==> src/sdst_pkg.sv <==
// shared types and constants of the string keyed direct slot table
package sdst_pkg;

  localparam int unsigned HASH_W          = 64;
  localparam int unsigned BYTE_W          = 8;
  localparam int unsigned CFG_W           = 9;
  localparam int unsigned IDX_W           = 8;
  localparam int unsigned DATA_W          = 64;
  localparam int unsigned SLOTS_DEF       = 256;
  localparam int unsigned VALUE_BYTES_DEF = 8;
  localparam int unsigned DIV_STEP        = 4;
  localparam int unsigned QUEUE_DEPTH     = 2;

  localparam logic [CFG_W-1:0] SLOT_COUNT_RST = 9'd256;

  typedef enum logic {
    OP_SET = 1'b0,
    OP_GET = 1'b1
  } op_e;

  typedef struct packed {
    op_e               op;
    logic [HASH_W-1:0] hash;
    logic [DATA_W-1:0] wval;
  } key_word_t;

  typedef enum logic [2:0] {
    BK_CLEAR,
    BK_IDLE,
    BK_DIV,
    BK_READ,
    BK_OUT
  } back_state_e;

endpackage

==> src/sdst_front.sv <==
// front end: accepts key bytes, runs the hash and queues finished keys
module sdst_front (
  input  logic                          clk_i,
  input  logic                          rst_ni,
  input  logic                          in_valid_i,
  output logic                          in_stall_o,
  input  logic                          operation_i,
  input  logic [sdst_pkg::BYTE_W-1:0]   key_byte_i,
  input  logic                          key_last_i,
  input  logic [sdst_pkg::DATA_W-1:0]   write_value_i,
  input  logic                          busy_i,
  input  logic                          full_i,
  output logic                          push_o,
  output sdst_pkg::key_word_t           push_word_o
);

  logic [sdst_pkg::HASH_W-1:0] hash_q, hash_d, hash_next;
  logic                        accept;

  // times 97 as shift-add, plus the byte
  assign hash_next = (hash_q << 6) + (hash_q << 5) + hash_q
                   + sdst_pkg::HASH_W'(key_byte_i);

  assign in_stall_o = busy_i | full_i;
  assign accept     = in_valid_i & ~in_stall_o;
  assign push_o     = accept & key_last_i;

  assign push_word_o.op   = sdst_pkg::op_e'(operation_i);
  assign push_word_o.hash = hash_next;
  assign push_word_o.wval = write_value_i;

  always_comb begin
    hash_d = hash_q;
    if (accept) begin
      hash_d = key_last_i ? '0 : hash_next;
    end
  end

  always_ff @(posedge clk_i or negedge rst_ni) begin
    if (!rst_ni) begin
      hash_q <= '0;
    end else begin
      hash_q <= hash_d;
    end
  end

endmodule

==> config.mk <==
export PLATFORM = sky130hd
export DESIGN_NAME = sdst_front
export DESIGN_NICKNAME = d
export VERILOG_FILES = /design/src/sdst_pkg.sv /design/src/sdst_front.sv
export SDC_FILE = /design/constraint.sdc
export NUM_CORES = 1
export LEC_CHECK = 0
export BUFFER_PORTS_ARGS = -buffer_cell sky130_fd_sc_hd__clkbuf_2
export CAP_MARGIN = 20
export CORE_UTILIZATION = 57
export DETAILED_ROUTE_END_ITERATION = 8
export PLACE_DENSITY = 0.84
export SYNTH_ARGS = -nofsm -noshare
export SYNTH_HDL_FRONTEND = slang
export SYNTH_SLANG_ARGS = --single-unit
==> constraint.sdc <==
create_clock -name clk_i -period 4.9 [get_ports clk_i]
set_input_delay 0.735 -clock clk_i [delete_from_list [all_inputs] [get_ports clk_i]]
set_output_delay 0.735 -clock clk_i [all_outputs]
set_load 0.02 [all_outputs]
# ---- Word level (Yosys, flattened, before mapping)
# Cells that the tools add are included.
dict set report op_classes {
  n_mux 1
  bitwise_logic 4
  n_addsub 3
}
# op n
set op_table {}
lappend op_table {{$add 64x64->64} 2}
lappend op_table {{$add 64x8->64} 1}
lappend op_table {{$mux 64} 1}
lappend op_table {{$and 1x1->1} 2}
lappend op_table {{$not 1->1} 1}
lappend op_table {{$or 1x1->1} 1}
dict set report totals {
  input_bits 79
  regBits 64
}

# ---- Longest topological paths before layout
dict set report logic_depth {
  ltp_word 4
  ltp_mapped 16
}

# ---- Worst setup path after synthesis
# OpenSTA, ideal clock, no wires.
dict set report synth_timing {
  path_kind {in2out}
  from {input key_byte_i[7] (netlist bit)}
  to {output push_word_o[125] (netlist bit)}
  path_slack_ns 0.205
  arrival_time_ns 3.960
  required_ns 4.165
  path_stages 14
  cell_sequence {inv_1 fa_1 fa_1 inv_1 ha_1 nand4_1 nor2_1 a21oi_2 o21ai_2 a211o_1 a41o_4 a41oi_4 o21ai_1 xor2_1}
}
# item line
set synth_rtl {}
lappend synth_rtl {{start: declaration} sdst_front.sv:8} ;# input logic [sdst_pkg::BYTE_W-1:0] key_byte_i,
lappend synth_rtl {{end: declaration} sdst_front.sv:14} ;# output sdst_pkg::key_word_t push_word_o

==> flow_summary.toml <==
[floorplan]
die_w_um = 128
core_mm2 = 0.0154
die-area_mm2 = 0.0165
num_io_pins = 210
rows = 45
die_h_um = 128
initial_utilization_pct = 59.2

[yosys]
synth_area_mm2 = 0.00910
synthFlopType = "dfrtp_1"
synthArstFlopShare_pct = 100
syn_nets = 1293
post-synth-top-area-cell = "dfrtp_1"
synth_edf_count = 0
synth_cell_types = 72
yosys_warnings = 0
yosysTopAreaCellShare_pct = 17.6
ys_seq_area_share_pct = 17.6
post_synth.cell_area_avg_um2 = 8.86
ys_ff_latch = 64
netlist_instances = 1027
synth_area_leaders = "dfrtp_1, ha_1, fa_1, inv_1, buf_4"

[worst_hold_path]
hold_path_class = "reg2reg"

[sta]
final.setup_skew_ps = 5.58
hold_viol_final = 0
fmax_mhz = 204
period_minus_slack_ps = 4910
setup_ws_ps = -6.59
setup_violations = 1
slew_headroom_pct = 35.8
period_share_pct = 100
rsz0062_at_grt = "yes"
worstMarginPinSlew_ps = 960
maxSlewViolCount = 0

[route]
wl_per_cell_um = 19.0
ant_nets = 0
first_iter_violations = 654
drc = 0
via_per_inst = 6.05
vias = 7750
drt-pass1-iter-count = 7
routed_wl_um = 24300

[clock_tree]
numClockSinks = 64
clock-root-buffer = "clkbuf_16"
hold_buffers = 0
clk_latency_ps = 350
numCtsBuffers = 9
ctsLongestPathBuffers = 2
cts_tree = "yes"
cts_htree_levels = 3
clk_pin_slew_ps = 50

[setup_path]
end_kind = "output port"
cp_top_family = "adder cells"
crit_arrival_ps = 4170
worst_path_most_repeated_cell = "buf_4"
cp.required_ps = 4160
critPathSlowestCell = "fa_2"
max_stage_delay_ps = 540
startpoint_type = "input pin"
crit_path_cell_trace = "clkbuf_2 -> inv_1 -> fa_1 -> fa_2 -> inv_1 -> ha_4 -> a21oi_4 -> buf_4 -> buf_4 -> o211ai_1 -> a21oi_1 -> o21ai_2 -> nand4_1 -> nand3_2 -> a221oi_2 -> buf_4 -> o21ai_1 -> xor2_1 -> buf_4"
critPathKind = "in2out"
path_max_fanout = 4
path_buf_inv = 7

[layout]
final_cells = 1282
syn2layout_area_growth_pct = 16.0
final_nets = 1332
drive_gt1_share_pct = 26.7
largest_reg_flops = 64
fin_util_pct = 68.7
largestRegisters = "hash_q x64"
diodes = 0
design_area_mm2 = 0.0106
nFillCells = 1128
regMostFlops = "hash_q"

[placement]
place_congestion = 0.933
place_area_mm2 = 0.00939
dp_cells = 1246
port_buffers = 79
place_ws_ps = -130
dp_hpwl_um = 17900

[grt]
grt_max_degree = 68
grt_pass1_vias = 7455
grtUsageTotal_pct = 28.8
antenna_found_initial = 0
grt_overflow = 0
grt_pass1_wl_um = 37200

[flow_run]
maxCapViolCount = 0

[status]
violations = "setup timing"
status = "complete, but fails checks"
per-stage QoR:
| stage | hold WS, ps | TNS, ps |
|---|---|---|
| global placement | 488 | -99.2 |
| floorplan | 439 | 0 |
| global route | 525 | -1890 |
| finish | 504 | -6.59 |
| detailed placement | 493 | -308 |
| CTS | 507 | -3.71 |
synthesized netlist by cell type, types with 3 or more instances:
library cell  instances
a21o_1               37
a21oi_1              76
a22o_1               56
a31oi_1               7
a41o_1                6
and3_1                3
buf_2                14
buf_4                67
clkbuf_1             29
dfrtp_1              64
fa_1                 61
ha_1                126
inv_1               149
nand2_1              60
nand2b_1              5
nand3_1              14
nand4_1              23
nor2_1               34
nor2b_1               8
nor3_1                6
o211ai_1              5
o21ai_0              33
o21ai_1               6
o21bai_1             16
o31ai_2               4
xnor2_1              31
xor2_1               32
routing by layer:
layer  share of wire (%)  vias up  GRT usage [%]  wire length [µm]
li1                    -     3555              -                 -
met1                  43     3796           37.9             10400
met2                  49      348           47.6             11900
met3                 6.6       51           6.44              1590
met4                 1.8        0           8.65               444
met5                   0        -              0                 0
logic make-up (layout without fill, tap and decap cells):
family,count (synthesis),count (layout),share of synthesized area [%]
AOI/OAI and AO/OA,279,279,22.3
xor gates and xnor gates,64,64,6.24
adders and majority gates,187,187,30.7
buffers and inverters,262,306,13.8
DFF,64,64,17.6
and+or+nand+nor,171,171,9.38
path summary, 6_finish.rpt:
kind	start	endpoint	slack (ps)	cells past startpoint
setup / recovery	key_byte_i[7]	push_word_o[115]	-7	19
hold / removal	hash_q[36]$_DFFE_PN0P_	hash_q[36]$_DFFE_PN0P_	500	1
setup reg to reg	hash_q[8]$_DFFE_PN0P_	hash_q[45]$_DFFE_PN0P_	920	17
hold reg to reg	hash_q[36]$_DFFE_PN0P_	hash_q[36]$_DFFE_PN0P_	500	1
max in group asynchronous	rst_ni	hash_q[45]$_DFFE_PN0P_	3730	2
min in group asynchronous	rst_ni	hash_q[23]$_DFFE_PN0P_	570	2
placed cells by master (no fill, tap or decap), types with 12 or more instances in the layout:
cell	count
inv_1	120
ha_1	97
buf_4	70
a21oi_1	63
dfrtp_1	63
clkbuf_2	63
fa_1	60
nand2_1	59
a22o_1	56
a21o_1	37
xnor2_1	31
xor2_1	29
inv_2	28
nor2_1	27
o21ai_0	26
ha_4	26
nand4_1	23
o21bai_1	16
nand3_1	12
cell type report:
cell class / count / area, µm² / area share (%)
repair buffers: 140 / 903 / 8.56
flip-flops and latches: 64 / 1600 / 15.2
inverters: 150 / 566 / 5.36
well taps: 211 / 264 / 2.50
clock inverters: 2 / 60.1 / 0.569
multi-input cells: 701 / 6880 / 65.2
clock buffers: 14 / 274 / 2.60
timing repair:
action,CTS,global route
pin swaps,14,27
resized for setup,28,140
endpoints found under the hold margin,0,0
endpoints found under the setup margin,17,33
buffers inserted,5,16
Power is not shown: default switching activity piles up to over one toggle a cycle in this logic, so the estimate is an artifact.
