[src/sdst_pkg.sv]
// shared types and constants of the string keyed direct slot table
package sdst_pkg;

  localparam int unsigned HASH_W          = 64;
  localparam int unsigned BYTE_W          = 8;
  localparam int unsigned CFG_W           = 9;
  localparam int unsigned IDX_W           = 8;
  localparam int unsigned DATA_W          = 64;
  localparam int unsigned SLOTS_DEF       = 256;
  localparam int unsigned VALUE_BYTES_DEF = 8;
  localparam int unsigned DIV_STEP        = 4;
  localparam int unsigned QUEUE_DEPTH     = 2;

  localparam logic [CFG_W-1:0] SLOT_COUNT_RST = 9'd256;

  typedef enum logic {
    OP_SET = 1'b0,
    OP_GET = 1'b1
  } op_e;

  typedef struct packed {
    op_e               op;
    logic [HASH_W-1:0] hash;
    logic [DATA_W-1:0] wval;
  } key_word_t;

  typedef enum logic [2:0] {
    BK_CLEAR,
    BK_IDLE,
    BK_DIV,
    BK_READ,
    BK_OUT
  } back_state_e;

endpackage

[src/sdst_fifo.sv]
// short queue of finished keys between front and back
module sdst_fifo (
  input  logic                clk_i,
  input  logic                rst_ni,
  input  logic                push_i,
  input  sdst_pkg::key_word_t push_word_i,
  output logic                full_o,
  input  logic                pop_i,
  output logic                valid_o,
  output sdst_pkg::key_word_t pop_word_o
);

  localparam int unsigned PW = $clog2(sdst_pkg::QUEUE_DEPTH);
  localparam int unsigned CNTW = $clog2(sdst_pkg::QUEUE_DEPTH + 1);

  sdst_pkg::key_word_t mem_q [sdst_pkg::QUEUE_DEPTH];
  logic [PW-1:0]       wr_q, wr_d, rd_q, rd_d;
  logic [CNTW-1:0]     cnt_q, cnt_d;
  logic                do_push, do_pop;

  assign full_o     = (cnt_q == CNTW'(sdst_pkg::QUEUE_DEPTH));
  assign valid_o    = (cnt_q != '0);
  assign pop_word_o = mem_q[rd_q];
  assign do_push    = push_i & ~full_o;
  assign do_pop     = pop_i & valid_o;

  always_comb begin
    wr_d  = wr_q;
    rd_d  = rd_q;
    cnt_d = cnt_q;
    if (do_push) begin
      wr_d = (wr_q == PW'(sdst_pkg::QUEUE_DEPTH - 1)) ? '0 : wr_q + 1'b1;
    end
    if (do_pop) begin
      rd_d = (rd_q == PW'(sdst_pkg::QUEUE_DEPTH - 1)) ? '0 : rd_q + 1'b1;
    end
    if (do_push && !do_pop) begin
      cnt_d = cnt_q + 1'b1;
    end else if (do_pop && !do_push) begin
      cnt_d = cnt_q - 1'b1;
    end
  end

  always_ff @(posedge clk_i or negedge rst_ni) begin
    if (!rst_ni) begin
      wr_q  <= '0;
      rd_q  <= '0;
      cnt_q <= '0;
    end else begin
      wr_q  <= wr_d;
      rd_q  <= rd_d;
      cnt_q <= cnt_d;
    end
  end

  always_ff @(posedge clk_i) begin
    if (do_push) begin
      mem_q[wr_q] <= push_word_i;
    end
  end

endmodule

[config.mk]
export PLATFORM = sky130hd
export DESIGN_NAME = sdst_fifo
export DESIGN_NICKNAME = d
export VERILOG_FILES = /design/src/sdst_pkg.sv /design/src/sdst_fifo.sv
export SDC_FILE = /design/constraint.sdc
export NUM_CORES = 1
export LEC_CHECK = 0
export BUFFER_PORTS_ARGS = -buffer_cell sky130_fd_sc_hd__buf_2
export CAP_MARGIN = 5
export CORE_UTILIZATION = 30
export DETAILED_ROUTE_END_ITERATION = 8
export GPL_TIMING_DRIVEN = 0
export MAX_ROUTING_LAYER = met4
export PLACE_DENSITY_LB_ADDON = 0.08
export SYNTH_ARGS = -nofsm -noshare
export SYNTH_HDL_FRONTEND = slang
export SYNTH_SLANG_ARGS = --single-unit
[constraint.sdc]
create_clock -name clk_i -period 8.2 [get_ports clk_i]
set_input_delay 0.41 -clock clk_i [delete_from_list [all_inputs] [get_ports clk_i]]
set_output_delay 0.41 -clock clk_i [all_outputs]
set_load 0.05 [all_outputs]
# == Word-level counts from Yosys, hierarchy flattened ==
# Memories as Yosys holds them, arrays and structs flattened.
# Cells that the tools add are included.
# totals
reg_bits,4
latchBits,0
ramBits,258
rom_bits,0
in_bits,133
output_inout_bits,131
mem_count,1
# memory_table
name,words,width,read_ports,rd_ports_with_merged_regs,wr,line_no,source
mem_q,2,129,1,0,1,sdst_fifo.sv:16,sdst_pkg::key_word_t mem_q [sdst_pkg::QUEUE_DEPTH];
# classes
n_addsub,4
n_mul,0
div,0
magnitude_cmp,0
eq_ne,1
shifts,0
muxes,6
bitwise_logic,3
n_reduce_logical,6
# op_table
cell,n
1-bit 2-to-1 mux,4
2-bit 2-to-1 mux,2
2-bit nonzero test,2
"1-bit adder, second input constant",2
"2-bit by 1-bit adder with 2-bit output, second input constant",1
1-bit AND,2
"2-bit == test, second input constant",1
1-bit logical AND,2
1-bit zero test,2
"2-bit by 1-bit subtractor with 2-bit output, second input constant",1
1-bit inverter,1

# == Depth between registers and ports, before layout ==
# logic_depth
word_depth,7
ltp_mapped,7
depth_no_buf,7

# == Worst setup path after synthesis ==
# Ideal clock, no wire load.
# synth_timing
kind,reg2reg
start,register cnt_q[0]
end,memory mem_q[0][0] in the netlist's numbering (enable)
setup_time_ns,0.619
t_arrival_ns,5.983
setup_slack_ns,1.598
path_stages_with_launch,4
period_less_slack_ns,6.602
path_cell_list,dfrtp_1 nand2b_1 nand2_1 nor2_1
# synth_via
elab_chain_len,5
# synth_rtl
element,line_no,source
from (decl),sdst_fifo.sv:18,"logic [CNTW-1:0] cnt_q, cnt_d;"
from (signal assigned),sdst_fifo.sv:52,cnt_q <= cnt_d;
2-bit == test,sdst_fifo.sv:21,assign full_o = (cnt_q == CNTW'(sdst_pkg::QUEUE_DEPTH));
1-bit inverter,sdst_fifo.sv:24,assign do_push = push_i & ~full_o;
1-bit AND,sdst_fifo.sv:24,
1-bit 2-to-1 mux,sdst_fifo.sv:57,if (do_push) begin
1-bit 2-to-1 mux (implied by the code),sdst_fifo.sv:58,mem_q[wr_q] <= push_word_i;
to (decl),sdst_fifo.sv:16,
# No other way between the ends.

==> flow_summary.ini <==
[timing]
worst_pin_slew_ns = 0.834
finalCriticalPeriod_ns = 2.42
whs_ns = 0.0538
finalMaxSlewViolations = 0
setup_slack_ns = 5.78
slew_headroom_pct = 44.3
clock_skew_ns = 0.0111
fmax_ghz = 0.414
hold_viol_final = 0
rsz0062_at_grt = no
setup_tns_ns = 0
setup_viol = 0
fin_crit_sh_pct = 29.5

[layout]
drive_gt1_share_pct = 61.9
fillers = 2890
finalCoreUtilization_pct = 40.5
final_area_sq_um = 12500
syn2layout_area_growth_pct = 31.3
layout_commonest_cell = buf_2
mostFrequentLayoutCells = buf_2 (266), edfxtp_1 (258), mux2_2 (129)
nNetsFinal = 856

[critical_path]
critical_path_buf_inv_count = 3
critical_path.cell_chain = buf_4 > buf_6 > mux2_2 > buf_2
path_class = reg -> out
endpoint_kind = primary output
crit_slowest_cell = dfrtp_1
slowest_delay_ns = 0.39
timing.rr.start = cnt_q[0]
startpoint_type = register
cp.required_ns = 7.79
worstPathMaxFanout = 10
critPathTopFamily = buffers and inverters
crit_arrival_ns = 2.01
worstSetupStartpoint = rd_q

[clock_network]
numCtsBuffers = 30
cts_buffer_depth = 3
tritoncts = built
clk_pin_slew_ns = 0.06
cts_resized = 0
clock-sinks = 262
cts_root_buf = clkbuf_16
clkLatencyLatePin_ns = 0.54
cts_max_level = 1

[placement]
dp_slack_ns = 5.85
io_buffers = 263
dp_hpwl_um = 13500
gp_congestion = 0.703
dpl-instance-area_sq_um = 11500

[global_routing]
grt_pass1_vias = 5335
grt_antenna_before_repair = 3
grt-ovfl-total = 0
grt_max_degree = 60
grt_usage_pct = 12.4
grt_pass1_wl_um = 30200

[floorplanning]
pin_count = 264
die_y_um = 180
dieArea_sq_um = 32500
coreArea_sq_um = 30900
initial_core_util_pct = 30.8
die-width_um = 180
rows = 64

[power]
swShare_pct = 39.7
seq_power_share_pct = 34.6
intPower_mw = 3.30
clkPwrFrac_pct = 24.5
p_sw_mw = 2.17
cellLeakagePower_nw = 4.68
p_comb_share_pct = 41.0
ir_worst_vdd_v = 0.000223
p_per_area_nw_per_um2 = 437

[status]
status = completed

[job]
drv_cap = 0

[route]
dr.pass1.iters = 4
route.detailed.drc = 0
via_per_inst = 4.27
drtIter0Drc = 178
routedWlPerCell_um = 17.3
final_antenna_net_count = 0
vias = 4868
finalWirelength_um = 19800

[min_path]
min_path_type = in -> reg
hp-start = push_word_i[31]

[synth]
yosysUniqueCellTypes = 15
syn_inst = 420
yosys_warnings = 0
synth_seq_cells = 262
syn_avg_cell_area_sq_um = 22.7
synth_area_sq_um = 9530
syn_nets = 554
yosysSeqAreaShare_pct = 82.3
## repair_timing
action,4_1_cts,5_1_grt
hold buffers,1,0
endpoints found under the setup margin,0,0
hold endpoints to repair,4,0
buffers inserted,0,0
## cells by family (layout without fill, tap and decap cells)
family,after synthesis,after routing,synth area share [%]
DFF,262,262,82.3
muxes,129,129,15.2
buffers and inverters,16,338,1.50
and+or+nand+nor,7,7,0.355
xor gates and xnor gates,5,5,0.459
adders and majority gates,1,1,0.131
other,0,3,0
## synthesized netlist by cell type, drive strengths merged
cell,instances,area [sq um]
edfxtp,258,7750
mux2,129,1450
buf,14,135
dfrtp,4,100
xnor2,3,26.3
inv,2,7.51
nand2,2,7.51
nor2,2,7.51
xor2,2,17.5
and3,1,6.26
ha,1,12.5
nand2b,1,6.26
or2,1,6.26
## routing by layer
layer  routed length [um]  global-route usage, %  vias to the layer above
li1                     -                      -                     2278
met1                 7940                   14.0                     2386
met2                 9820                   20.8                      171
met3                 1540                   4.14                       33
met4                  492                   3.59                        0
met5                    0                      -                        -
## area by class of cell
class | count | area, sq um | share of cell area, %
multi-input cells | 142 | 1560 | 12.4
repair buffers | 270 | 1470 | 11.7
clock inverters | 19 | 216 | 1.73
plain buffers | 14 | 135 | 1.08
well taps | 396 | 495 | 3.96
diodes | 3 | 7.51 | 0.0600
inverters | 2 | 7.51 | 0.0600
clock buffers | 33 | 783 | 6.26
flip-flops and latches | 262 | 7850 | 62.7
## per-stage QoR
| stage | cells | power, mW |
|---|---|---|
| 3_3_place_gp | 1079 | 4.21 |
| 6_report | 1141 | 5.47 |
| 4_1_cts | 1138 | 5.57 |
| 3_5_place_dp | 1085 | 4.20 |
| 5_1_grt | 1141 | 5.71 |
| 2_1_floorplan | 420 | 3.68 |
## worst paths after layout
path,end,slack (ns),cells after the start
max,pop_word_o[44],5.78,4
min,mem_q[0][31],0.05,1
max reg2reg,mem_q[0][6],5.93,5
min reg2reg,cnt_q[1],0.53,1
max in group asynchronous,rd_q,7.86,2
min in group asynchronous,cnt_q[1],0.22,2
## sequential cells by signal, indices dropped and copies added (netlist names)
name   count
mem_q    258
wr_q       1
rd_q       1
cnt_q      2
## power groups by stage
| stage | sequential, mW | clock (mW) | combinational [mW] |
|---|---|---|---|
| 6_report | 1.89 | 1.34 | 2.24 |
| 3_3_place_gp | 2.00 | 0 | 2.20 |
| 2_1_floorplan | 1.96 | 0 | 1.72 |
| 5_1_grt | 1.92 | 1.43 | 2.36 |
| 3_5_place_dp | 1.92 | 0 | 2.28 |
| 4_1_cts | 1.90 | 1.39 | 2.29 |
Note: power is estimated with default switching activity, not from simulation.
